--- src/rtl/qpsa_pkg.sv ---
// ----------------------------------------------------------------------------
// qpsa_pkg
// Shared types and constants for the quadratic probing slot allocator.
// ----------------------------------------------------------------------------
package qpsa_pkg;

    // Fixed field widths of one item and one result.
    localparam int KEY_W    = 31;
    localparam int SLOT_W   = 4;
    localparam int STATUS_W = 2;
    localparam int DEPTH_W  = 4;

    // The four key bytes fold into a sum that stays below 2**16 for up to
    // 64 slots. The reciprocal of the slot count needs two bits more.
    localparam int FOLD_W = 16;
    localparam int RCP_W  = FOLD_W + 2;

    // Waiting counts saturate here.
    localparam logic [DEPTH_W-1:0] WAIT_MAX = 4'd15;

    // Operation codes.
    localparam logic OP_PLACE = 1'b0;
    localparam logic OP_WAIT  = 1'b1;

    // Result status codes.
    localparam logic [STATUS_W-1:0] ST_PLACED  = 2'd0;
    localparam logic [STATUS_W-1:0] ST_WAITING = 2'd1;
    localparam logic [STATUS_W-1:0] ST_FULL    = 2'd2;

    // Sequencer states.
    typedef enum logic [2:0] {
        S_IDLE,
        S_FOLD,
        S_QUOT,
        S_REM,
        S_HOME,
        S_PROBE,
        S_READ,
        S_WB
    } state_t;

endpackage

--- src/rtl/quadratic_probe_slot_allocator_unit.sv ---
// ----------------------------------------------------------------------------
// quadratic_probe_slot_allocator_unit
// Two-store slot allocator with quadratic probing and per-slot waiting counts.
// ----------------------------------------------------------------------------
//
//  Channel   Handshake          Ports
//  -------   ----------------   ------------------------------------------
//  item in   start && !busy     op, store_sel, key
//  result    done (one cycle)   slot, status, home_taken, wait_depth
//
//  An accepted item has its key reduced modulo SLOTS in S_FOLD, S_QUOT and
//  S_REM: the four key bytes are folded with the constant residues of their
//  weights into a 16-bit sum, a reciprocal multiplication gives the quotient
//  of that sum, and a constant multiply and subtract leaves the home slot.
//  The home slot is then checked in S_HOME. A place request walks the probe
//  sequence at one slot per cycle, for up to SLOTS-1 probes. The waiting
//  count memory is read in S_READ and written back in S_WB for a waiting
//  result. busy is high from the cycle after acceptance and falls in the
//  cycle in which done is high; a new item may be accepted then, and not
//  before the block is through with the last one. Reset clears the occupancy
//  bits and the waiting-count valid bits at once, so no clearing pass is
//  needed. The receiver cannot stall the result.
//
module quadratic_probe_slot_allocator_unit
    import qpsa_pkg::*;
#(
    parameter int SLOTS = 10
) (
    input  logic                clk,
    input  logic                rst_n,
    input  logic                start,
    output logic                busy,
    input  logic                op,
    input  logic                store_sel,
    input  logic [KEY_W-1:0]    key,
    output logic                done,
    output logic [SLOT_W-1:0]   slot,
    output logic [STATUS_W-1:0] status,
    output logic                home_taken,
    output logic [DEPTH_W-1:0]  wait_depth
);

    // Width of a slot number and of a waiting-memory address.
    localparam int SW      = (SLOTS > 2) ? $clog2(SLOTS) : 1;
    localparam int ENTRIES = 2 * SLOTS;
    localparam int AW      = $clog2(ENTRIES);

    // Residues of the weights of key bytes one to three modulo SLOTS.
    localparam logic [FOLD_W-1:0] WT1 = FOLD_W'((1 << 8) % SLOTS);
    localparam logic [FOLD_W-1:0] WT2 = FOLD_W'((1 << 16) % SLOTS);
    localparam logic [FOLD_W-1:0] WT3 = FOLD_W'((1 << 24) % SLOTS);

    // Rounded-up reciprocal of SLOTS. With a shift of FOLD_W + ceil(log2
    // SLOTS) the quotient is exact for every FOLD_W-bit dividend.
    localparam int                PROD_W  = FOLD_W + RCP_W;
    localparam int                RCP_SH  = FOLD_W + SW;
    localparam logic [RCP_W-1:0]  RECIP   =
        RCP_W'(((64'd1 << RCP_SH) + 64'(SLOTS - 1)) / 64'(SLOTS));
    localparam logic [FOLD_W-1:0] SLOTS_F = FOLD_W'(SLOTS);

    localparam logic [SW:0]          SLOTS_W1   = (SW + 1)'(SLOTS);
    localparam logic [SW-1:0]        LAST_PROBE = SW'(SLOTS - 2);

    // ------------------------------------------------------------------
    // Registers
    // ------------------------------------------------------------------
    state_t                 state_reg, state_next;
    logic                   op_reg, op_next;
    logic                   store_reg, store_next;
    logic [KEY_W-1:0]       key_reg, key_next;
    logic [FOLD_W-1:0]      fold_reg, fold_next;
    logic [FOLD_W-1:0]      quot_reg, quot_next;
    logic [SW-1:0]          rem_reg, rem_next;
    logic [SW-1:0]          probe_reg, probe_next;
    logic [SW-1:0]          inc_reg, inc_next;
    logic [SW-1:0]          att_reg, att_next;
    logic [STATUS_W-1:0]    res_status_reg, res_status_next;
    logic                   home_taken_reg, home_taken_next;

    logic [SLOTS-1:0]       occ_reg [2];
    logic [SLOTS-1:0]       occ_next [2];
    logic [ENTRIES-1:0]     wvalid_reg, wvalid_next;

    logic                   done_reg, done_next;
    logic [SLOT_W-1:0]      slot_reg, slot_next;
    logic [STATUS_W-1:0]    status_reg, status_next;
    logic                   home_out_reg, home_out_next;
    logic [DEPTH_W-1:0]     depth_reg, depth_next;

    // Waiting-count memory with a registered read port.
    logic [DEPTH_W-1:0]     wait_mem [ENTRIES];
    logic [DEPTH_W-1:0]     mem_rdata_reg;
    logic                   mem_rd_en;
    logic                   mem_wr_en;
    logic [DEPTH_W-1:0]     mem_wdata;
    logic [AW-1:0]          mem_addr;

    // ------------------------------------------------------------------
    // Combinational datapath pieces
    // ------------------------------------------------------------------
    logic [FOLD_W-1:0]      fold_sum;
    logic [PROD_W-1:0]      quot_prod;
    logic [FOLD_W-1:0]      rem_full;
    logic [SW:0]            probe_sum;
    logic [SW:0]            inc_sum;
    logic                   probe_busy;
    logic                   home_busy;
    logic [DEPTH_W-1:0]     cur_depth;
    logic [DEPTH_W-1:0]     inc_depth;
    logic [SW+3:0]          slot_ext;

    // Each key byte is weighted by its residue, which keeps the sum congruent
    // to the key and below 2**16 for up to 64 slots.
    assign fold_sum = FOLD_W'(key_reg[7:0])
                    + FOLD_W'(key_reg[15:8]) * WT1
                    + FOLD_W'(key_reg[23:16]) * WT2
                    + FOLD_W'(key_reg[KEY_W-1:24]) * WT3;

    // The quotient of the folded sum, then what is left after removing it.
    assign quot_prod = PROD_W'(fold_reg) * PROD_W'(RECIP);
    assign rem_full  = fold_reg - quot_reg * SLOTS_F;

    // The probe offset grows by 2a+1 between attempts, so the next slot is
    // one add with a wrap and the step itself grows by two with a wrap.
    assign probe_sum = {1'b0, probe_reg} + {1'b0, inc_reg};
    assign inc_sum   = {1'b0, inc_reg} + (SW + 1)'(2);

    assign probe_busy = occ_reg[store_reg][probe_reg];
    assign home_busy  = occ_reg[store_reg][rem_reg];

    assign mem_addr  = (store_reg ? AW'(SLOTS) : AW'(0)) + AW'(probe_reg);
    assign cur_depth = wvalid_reg[mem_addr] ? mem_rdata_reg : '0;
    assign inc_depth = (cur_depth == WAIT_MAX) ? WAIT_MAX : cur_depth + DEPTH_W'(1);
    assign slot_ext  = {4'b0000, probe_reg};

    // ------------------------------------------------------------------
    // Sequencer: next state and datapath control
    // ------------------------------------------------------------------
    always_comb
    begin
        state_next      = state_reg;
        op_next         = op_reg;
        store_next      = store_reg;
        key_next        = key_reg;
        fold_next       = fold_reg;
        quot_next       = quot_reg;
        rem_next        = rem_reg;
        probe_next      = probe_reg;
        inc_next        = inc_reg;
        att_next        = att_reg;
        res_status_next = res_status_reg;
        home_taken_next = home_taken_reg;
        occ_next        = occ_reg;
        wvalid_next     = wvalid_reg;
        done_next       = 1'b0;
        slot_next       = slot_reg;
        status_next     = status_reg;
        home_out_next   = home_out_reg;
        depth_next      = depth_reg;
        mem_rd_en       = 1'b0;
        mem_wr_en       = 1'b0;
        mem_wdata       = inc_depth;

        case (state_reg)
            S_IDLE:
            begin
                if (start)
                begin
                    op_next    = op;
                    store_next = store_sel;
                    key_next   = key;
                    state_next = S_FOLD;
                end
            end

            S_FOLD:
            begin
                fold_next  = fold_sum;
                state_next = S_QUOT;
            end

            S_QUOT:
            begin
                quot_next  = FOLD_W'(quot_prod >> RCP_SH);
                state_next = S_REM;
            end

            S_REM:
            begin
                rem_next   = rem_full[SW-1:0];
                state_next = S_HOME;
            end

            S_HOME:
            begin
                home_taken_next = home_busy;
                probe_next      = rem_reg;
                inc_next        = SW'(1);
                att_next        = '0;
                if (op_reg == OP_WAIT)
                begin
                    res_status_next = home_busy ? ST_WAITING : ST_PLACED;
                    state_next      = S_READ;
                end
                else
                begin
                    state_next = S_PROBE;
                end
            end

            S_PROBE:
            begin
                if (!probe_busy)
                begin
                    res_status_next = ST_PLACED;
                    state_next      = S_READ;
                end
                else if (att_reg == LAST_PROBE)
                begin
                    res_status_next = ST_FULL;
                    state_next      = S_WB;
                end
                else
                begin
                    att_next   = att_reg + SW'(1);
                    probe_next = (probe_sum >= SLOTS_W1) ? SW'(probe_sum - SLOTS_W1)
                                                         : probe_sum[SW-1:0];
                    inc_next   = (inc_sum >= SLOTS_W1) ? SW'(inc_sum - SLOTS_W1)
                                                       : inc_sum[SW-1:0];
                end
            end

            S_READ:
            begin
                mem_rd_en  = 1'b1;
                state_next = S_WB;
            end

            S_WB:
            begin
                done_next     = 1'b1;
                status_next   = res_status_reg;
                home_out_next = home_taken_reg;
                case (res_status_reg)
                    ST_WAITING:
                    begin
                        mem_wr_en             = 1'b1;
                        wvalid_next[mem_addr] = 1'b1;
                        slot_next             = slot_ext[SLOT_W-1:0];
                        depth_next            = inc_depth;
                    end
                    ST_PLACED:
                    begin
                        occ_next[store_reg][probe_reg] = 1'b1;
                        slot_next                      = slot_ext[SLOT_W-1:0];
                        depth_next                     = cur_depth;
                    end
                    default:
                    begin
                        slot_next  = '0;
                        depth_next = '0;
                    end
                endcase
                state_next = S_IDLE;
            end

            default:
            begin
                state_next = S_IDLE;
            end
        endcase
    end

    // ------------------------------------------------------------------
    // State and control registers
    // ------------------------------------------------------------------
    always_ff @(posedge clk or negedge rst_n)
    begin
        if (!rst_n)
        begin
            state_reg  <= S_IDLE;
            occ_reg[0] <= '0;
            occ_reg[1] <= '0;
            wvalid_reg <= '0;
            done_reg   <= 1'b0;
        end
        else
        begin
            state_reg  <= state_next;
            occ_reg    <= occ_next;
            wvalid_reg <= wvalid_next;
            done_reg   <= done_next;
        end
    end

    // Payload registers need no reset.
    always_ff @(posedge clk)
    begin
        op_reg         <= op_next;
        store_reg      <= store_next;
        key_reg        <= key_next;
        fold_reg       <= fold_next;
        quot_reg       <= quot_next;
        rem_reg        <= rem_next;
        probe_reg      <= probe_next;
        inc_reg        <= inc_next;
        att_reg        <= att_next;
        res_status_reg <= res_status_next;
        home_taken_reg <= home_taken_next;
        slot_reg       <= slot_next;
        status_reg     <= status_next;
        home_out_reg   <= home_out_next;
        depth_reg      <= depth_next;
    end

    // Waiting-count memory.
    always_ff @(posedge clk)
    begin
        if (mem_wr_en)
        begin
            wait_mem[mem_addr] <= mem_wdata;
        end
        if (mem_rd_en)
        begin
            mem_rdata_reg <= wait_mem[mem_addr];
        end
    end

    assign busy       = (state_reg != S_IDLE);
    assign done       = done_reg;
    assign slot       = slot_reg;
    assign status     = status_reg;
    assign home_taken = home_out_reg;
    assign wait_depth = depth_reg;

    // ------------------------------------------------------------------
    // Assertions
    // ------------------------------------------------------------------
    a_accept_busy: assert property (@(posedge clk) disable iff (!rst_n)
        (start && !busy) |=> busy)
        else $error("accepted item did not make the block busy");

    a_done_single: assert property (@(posedge clk) disable iff (!rst_n)
        done |=> !done)
        else $error("result strobe lasted more than one cycle");

    a_full_zero: assert property (@(posedge clk) disable iff (!rst_n)
        (done && status == ST_FULL) |-> (slot == '0 && wait_depth == '0))
        else $error("full result carries a slot or a depth");

    a_wait_home: assert property (@(posedge clk) disable iff (!rst_n)
        (done && status == ST_WAITING) |-> home_taken)
        else $error("waiting result on a free home slot");

    a_occ_sticky: assert property (@(posedge clk) disable iff (!rst_n)
        ((occ_reg[0] & $past(occ_reg[0])) == $past(occ_reg[0]))
        && ((occ_reg[1] & $past(occ_reg[1])) == $past(occ_reg[1])))
        else $error("an occupied slot was released");

endmodule
--- config.mk ---
export PLATFORM = sky130hd
export DESIGN_NAME = quadratic_probe_slot_allocator_unit
export DESIGN_NICKNAME = d
export VERILOG_FILES = /design/src/rtl/qpsa_pkg.sv /design/src/rtl/quadratic_probe_slot_allocator_unit.sv
export SDC_FILE = /design/constraint.sdc
export NUM_CORES = 1
export LEC_CHECK = 0
export ABC_AREA = 1
export BUFFER_PORTS_ARGS = -buffer_cell sky130_fd_sc_hd__buf_2
export CAP_MARGIN = 40
export CORE_ASPECT_RATIO = 2
export CORE_UTILIZATION = 25
export CTS_CLUSTER_SIZE = 12
export DETAILED_ROUTE_END_ITERATION = 12
export HOLD_SLACK_MARGIN = 0.06
export PLACE_DENSITY = 0.5
export SYNTH_ARGS = -nofsm -noshare
export SYNTH_HDL_FRONTEND = slang
export SYNTH_SLANG_ARGS = --single-unit
--- constraint.sdc ---
create_clock -name clk -period 4 [get_ports clk]
set_input_delay 0.8 -clock clk [delete_from_list [all_inputs] [get_ports clk]]
set_output_delay 0.8 -clock clk [all_outputs]
set_load 0.01 [all_outputs]
# [Word-level counts from Yosys, hierarchy flattened]
# Memory sizes are Yosys's and may differ from the RTL's. A register that Yosys moved wholly into a read port is not among the register bits.
# Cells that the tools add are included.
[totals] out_inout_bits=13 rom_bits=0 mem_count=1 word_cells=124 regBits=134 ram_bits=80 input_bits=36 latch_bits=0
[classes] n_bitwise=3 eq_ne=15 n_mux=46 n_shift=0 n_lt_le_gt_ge=9 n_reduce_logical=14 n_mul=5 n_div=0 addsub=11
[mem_list] name="wait_mem" depth=20 width=4 rd=1 rd_ports_with_merged_regs=1 write_ports=1 line="quadratic_probe_slot_allocator_unit.sv:91" source="logic [DEPTH_W-1:0] wait_mem [ENTRIES];"
[op_table] op="2-to-1 mux 4 bit" n=11
[op_table] op="2-to-1 mux 10 bit" n=4
[op_table] op="bitwise OR 20 bit" n=2
[op_table] op="one-hot mux 4 bit (2 select lines)" n=4
[op_table] op="multiplier 14 x 16 -> 30 bit, second input constant" n=1
[op_table] op="one-hot mux 3 bit (8 select lines)" n=1
[op_table] op="multiplier 8 x 2 -> 10 bit, second input constant" n=2
[op_table] op="adder 13 x 10 -> 14 bit" n=1
[op_table] op="adder 12 x 11 -> 13 bit" n=1
[op_table] op="multiplier 13 x 3 -> 3 bit, second input constant" n=1
[op_table] op="adder 8 x 11 -> 12 bit" n=1
[op_table] op="== test 3 bit, second input constant" n=4
[op_table] op="2-to-1 mux 1 bit" n=12
[op_table] op="adder 4 x 4 -> 5 bit" n=2
[op_table] op="demux 10 bit (select 1 bit)" n=1
[op_table] op=">= comparator 5 x 4 -> 1 bit, second input constant" n=2
[op_table] op="< comparator 4 x 5 -> 1 bit, second input constant" n=2
[op_table] op="multiplier 7 x 2 -> 9 bit, second input constant" n=1
[op_table] op="2-to-1 mux 3 bit" n=3
[op_table] op="adder 4 x 1 -> 4 bit, second input constant" n=2
[op_table] op="binary-select mux 1 bit (select 4 bit)" n=2
[op_table] op="== test 4 bit, second input constant" n=2
[op_table] op="2-to-1 mux 2 bit" n=4
[op_table] op="!= test 2 bit, second input constant" n=4
[op_table] op="other kinds (25)" n=33

# [Longest topological paths before layout]
[depth] ltp_word=9 depth_mapped=20 depth_no_buf=20

# [Least setup slack after synthesis]
# Ideal clock, no wire load.
[synth_path] kind="register -> register" from="register fold_reg[6]" to="register quot_reg[2] (data pin)" arrival_time_ns=4.209 setup_ns=0.260 t_required_ns=3.740 slack_ns=-0.469 stages_incl_launch_ff=17 path_buffers=0 cell_sequence="edfxtp_1 -> inv_1 -> ha_1 -> inv_1 -> fa_1 -> inv_1 -> fa_1 -> fa_1 -> inv_1 -> fa_1 -> fa_1 -> ha_1 -> a21oi_1 -> o21ai_0 -> a211oi_1 -> nand3_1 -> xor2_1"
[synth_via] elab_chain_len=1
[synth_rtl] element="start, declared" line="quadratic_probe_slot_allocator_unit.sv:71" source="logic [FOLD_W-1:0] fold_reg, fold_next;"
[synth_rtl] element="start signal, assigned" line="quadratic_probe_slot_allocator_unit.sv:302" source="fold_reg <= fold_next;"
[synth_rtl] element="multiplier 14 x 16 -> 30 bit" line="quadratic_probe_slot_allocator_unit.sv:120" source="assign quot_prod = PROD_W'(fold_reg) * PROD_W'(RECIP);"
[synth_rtl] element="net quot_prod[22]" line="quadratic_probe_slot_allocator_unit.sv:102" source="logic [PROD_W-1:0] quot_prod;"
[synth_rtl] element="end signal, assigned" line="quadratic_probe_slot_allocator_unit.sv:303" source="quot_reg <= quot_next;"
[synth_rtl] element="end, declared" line="quadratic_probe_slot_allocator_unit.sv:72" source="logic [FOLD_W-1:0] quot_reg, quot_next;"
# The timed path passes the listed nets, and every way through them passes these cells.
# A chain may end at the register's enable or synchronous reset.

# [Worst setup path after layout]
[layout_path] from="register fold_reg[9]" to="register quot_reg[1] (data pin)"
# Same word-level chain as after synthesis.

==> flow_metrics.py <==
metrics = {
    "setup_path": {
        "crit_family": "adder cells",
        "path_common_cell": "fa_1",
        "critical_path_arrival_ns": 4.71,
        "r2r_cells": 19,
        "path_class": "flop to flop",
        "crit_required_ns": 4.27,
        "slowest_delay_ns": 0.50,
        "worst_setup_path_end_kind": "flop",
        "r2r_start": "fold_reg[9]",
        "rrSetupSlack_ns": -0.44,
        "crit_fanout": 2,
        "critPathSlowestCell": "fa_1",
        "startpoint_type": "flop",
        "crit_buf_inv": 6,
        "worstPathCellList": "buf_4, ha_4, ha_1, inv_1, fa_1, inv_2, fa_1, fa_1, inv_1, fa_1, inv_1, ha_4, inv_2, nor2_4, a21oi_2, o21ai_1, a21oi_1, o211ai_1, xor2_1",
        "r2r-end": "quot_reg[1]",
    },
    "synthesis": {
        "synthAdderAreaFrac": 0.225,
        "ys_ff_latch": 206,
        "synth_compound_area_frac": 0.0822,
        "synth_most_common_cell": "inv_1",
        "ys_top_cells_by_count": "inv_1 (204), nand2_1 (185), edfxtp_1 (162)",
        "synthTopCellsByArea": "edfxtp_1 (38%), ha_1 (12%), fa_1 (10%), dfrtp_1 (8.7%), inv_1 (6.0%)",
        "synthArstFlopShare": 0.214,
        "ys_seq_area_frac": 0.469,
        "synth_cell_types": 58,
        "synth_area_leader_cell": "edfxtp_1",
        "synth_edf_count": 162,
        "ys_warn_count": 0,
        "synth_mux_area_frac": 0,
        "synthFlopType": "edfxtp_1",
        "synth_top_family_by_area": "adder cells",
        "syn_nets": 1425,
        "synth_cells": 1200,
        "synth-xor-area-share": 0.0287,
        "synth-simple-area-share": 0.125,
        "mappedNetlistArea_mm2": 0.0127,
        "synth_area_per_cell_um2": 10.6,
        "synth.top_cell.area_share": 0.383,
    },
    "drt": {
        "finalWirelength_um": 32800,
        "via_count": 8853,
        "first_iter_violations": 333,
        "viasPerCell": 4.38,
        "drc": 0,
        "final_antenna_net_count": 0,
        "dr.pass1.iters": 5,
        "wl_per_cell_um": 16.2,
    },
    "place": {
        "place.port_buffers": 48,
        "dp_hpwl_um": 26300,
        "place_congestion": 0.858,
        "dp.cells": 1975,
    },
    "floorplanning": {
        "core_mm2": 0.0501,
        "chipWidth_um": 161,
        "row_count": 116,
        "dieArea_mm2": 0.0518,
        "pin_count": 49,
        "die_height_um": 321,
        "floorplan.initialDensity": 0.254,
    },
    "timing": {
        "fin_ws_ns": -0.442,
        "slew_viol_final": 0,
        "finalCritPeriodShare": 1.11,
        "finalSetupViolCount": 3,
        "fin_skew_ns": 0.0132,
        "hold_viol_final": 0,
        "tightest_slew_ns": 0.684,
        "fmax_ghz": 0.225,
        "rsz0062_at_grt": "true",
        "max-slew-margin-rel": 0.544,
        "post-route-min-period_ns": 4.44,
    },
    "cells_and_area": {
        "drive_above_1_share": 0.226,
        "largest_reg_flops": 80,
        "regArea_mm2": 0.00597,
        "synthToLayoutAreaGrowth_pct": 23.5,
        "layout.nets": 1581,
        "n_fill_cell": 5125,
        "antennaDiodeCount": 0,
        "finalNonFillerCells": 2020,
        "multi_input_area_mm2": 0.00641,
    },
    "clock_tree": {
        "cts_tree": "built",
        "numCtsBuffers": 23,
        "cts_hold_buf": 0,
        "cts.sinks": 206,
        "clk_pin_slew_ns": 0.06,
        "cts-root-buf": "clkbuf_16",
        "clock_latency_ns": 0.53,
        "htreeDepth": 1,
        "cts_buffer_depth": 3,
    },
    "grt": {
        "grt_pass1_vias": 9693,
        "grt_pass1_wl_um": 50400,
        "grt_max_degree": 31,
        "gr-usage-all-layers": 0.128,
        "grt.overflow.total": 0,
        "antenna_found_initial": 0,
    },
    "run": {
        "maxCapViolations": 0,
    },
    "hold_path": {
        "min_path_type": "input port to asynchronous set/reset pin",
    },
    "outcome": {
        "status": "complete, but fails checks",
        "violations": "setup timing",
    },
}
what timing repair did:
action | 4_1_cts | 5_1_grt
setup buffers | 1 | 5
gates resized for setup | 25 | 59
pin swaps | 8 | 32
endpoints found under the setup margin | 8 | 8
cells in the final DEF, fill, tap and decap left out, drive strengths merged, types with 3 or more instances in the layout:
cell,n
a21o,3
nand3,40
o21ai,56
edfxtp,162
o211ai,6
a21oi,45
xnor2,13
fa,66
clkinv,3
nand4,11
or2,17
nor4,5
nand2,190
a22oi,22
buf,151
clkbuf,35
ha,123
inv,209
a31oi,3
o21bai,12
nor3,9
xor2,27
o2111ai,5
dfrtp,44
nor2,92
cell type report:
class	instances	share of cell area
clock inverters	5	0.00231
clock buffers	35	0.0401
flip-flops and latches	206	0.380
multi-input cells	765	0.408
inverters	209	0.0501
well taps	649	0.0517
repair buffers	151	0.0679
worst max path at each step:
stage | from | end | slack, ns | cells past startpoint
finish | fold_reg[9] | quot_reg[1] | -0.44 | 19
floorplan | fold_reg[7] | quot_reg[1] | -0.29 | 17
global placement | fold_reg[9] | quot_reg[2] | -0.49 | 14
global route | fold_reg[6] | quot_reg[2] | -0.62 | 16
detailed placement | fold_reg[9] | quot_reg[2] | -0.61 | 14
CTS | fold_reg[6] | quot_reg[2] | -0.46 | 16
worst reg2reg max path, delay by kind of cell (launching register included):
| kind | cells | cell delay [ns] |
|---|---|---|
| compound gates | 4 | 0.46 |
| xor+xnor | 1 | 0.17 |
| fa+ha+maj | 7 | 2.66 |
| buf+inv | 6 | 0.46 |
| flops | 1 | 0.40 |
| simple gates | 1 | 0.04 |
metrics by stage:
step                      cell area (um^2)  hold WS (ns)   util  worst slack (ns)  TNS [ns]
after floorplan                      12800         0.400      -            -0.286    -0.677
after global placement               14500         0.408  0.290            -0.494     -2.05
after detailed placement             14500         0.422  0.291            -0.606     -2.59
after CTS                            15400         0.178  0.307            -0.461     -1.31
after global routing                 15700         0.201  0.314            -0.622     -1.78
final                                15700         0.195  0.314            -0.442     -1.25
routing by layer:
metal,GRT usage,part of all wire,vias up
li1,-,-,4308
met1,0.103,0.30,4302
met2,0.280,0.61,163
met3,0.0146,0.027,80
met4,0.0746,0.062,0
met5,0,0,-
kinds of logic (layout without fill, tap and decap cells):
kind of cell / count (synthesis) / in the layout
flip-flops: 206 / 206
AND/OR/NAND/NOR: 367 / 367
AO/OA/AOI/OAI: 169 / 169
buffers and inverters: 229 / 400
XOR/XNOR: 40 / 40
adder cells (fa/ha/maj): 189 / 189
Power is left out: the tool's default activity adds up to more than one toggle a clock period on the data nets, which glitch-free logic cannot reach.
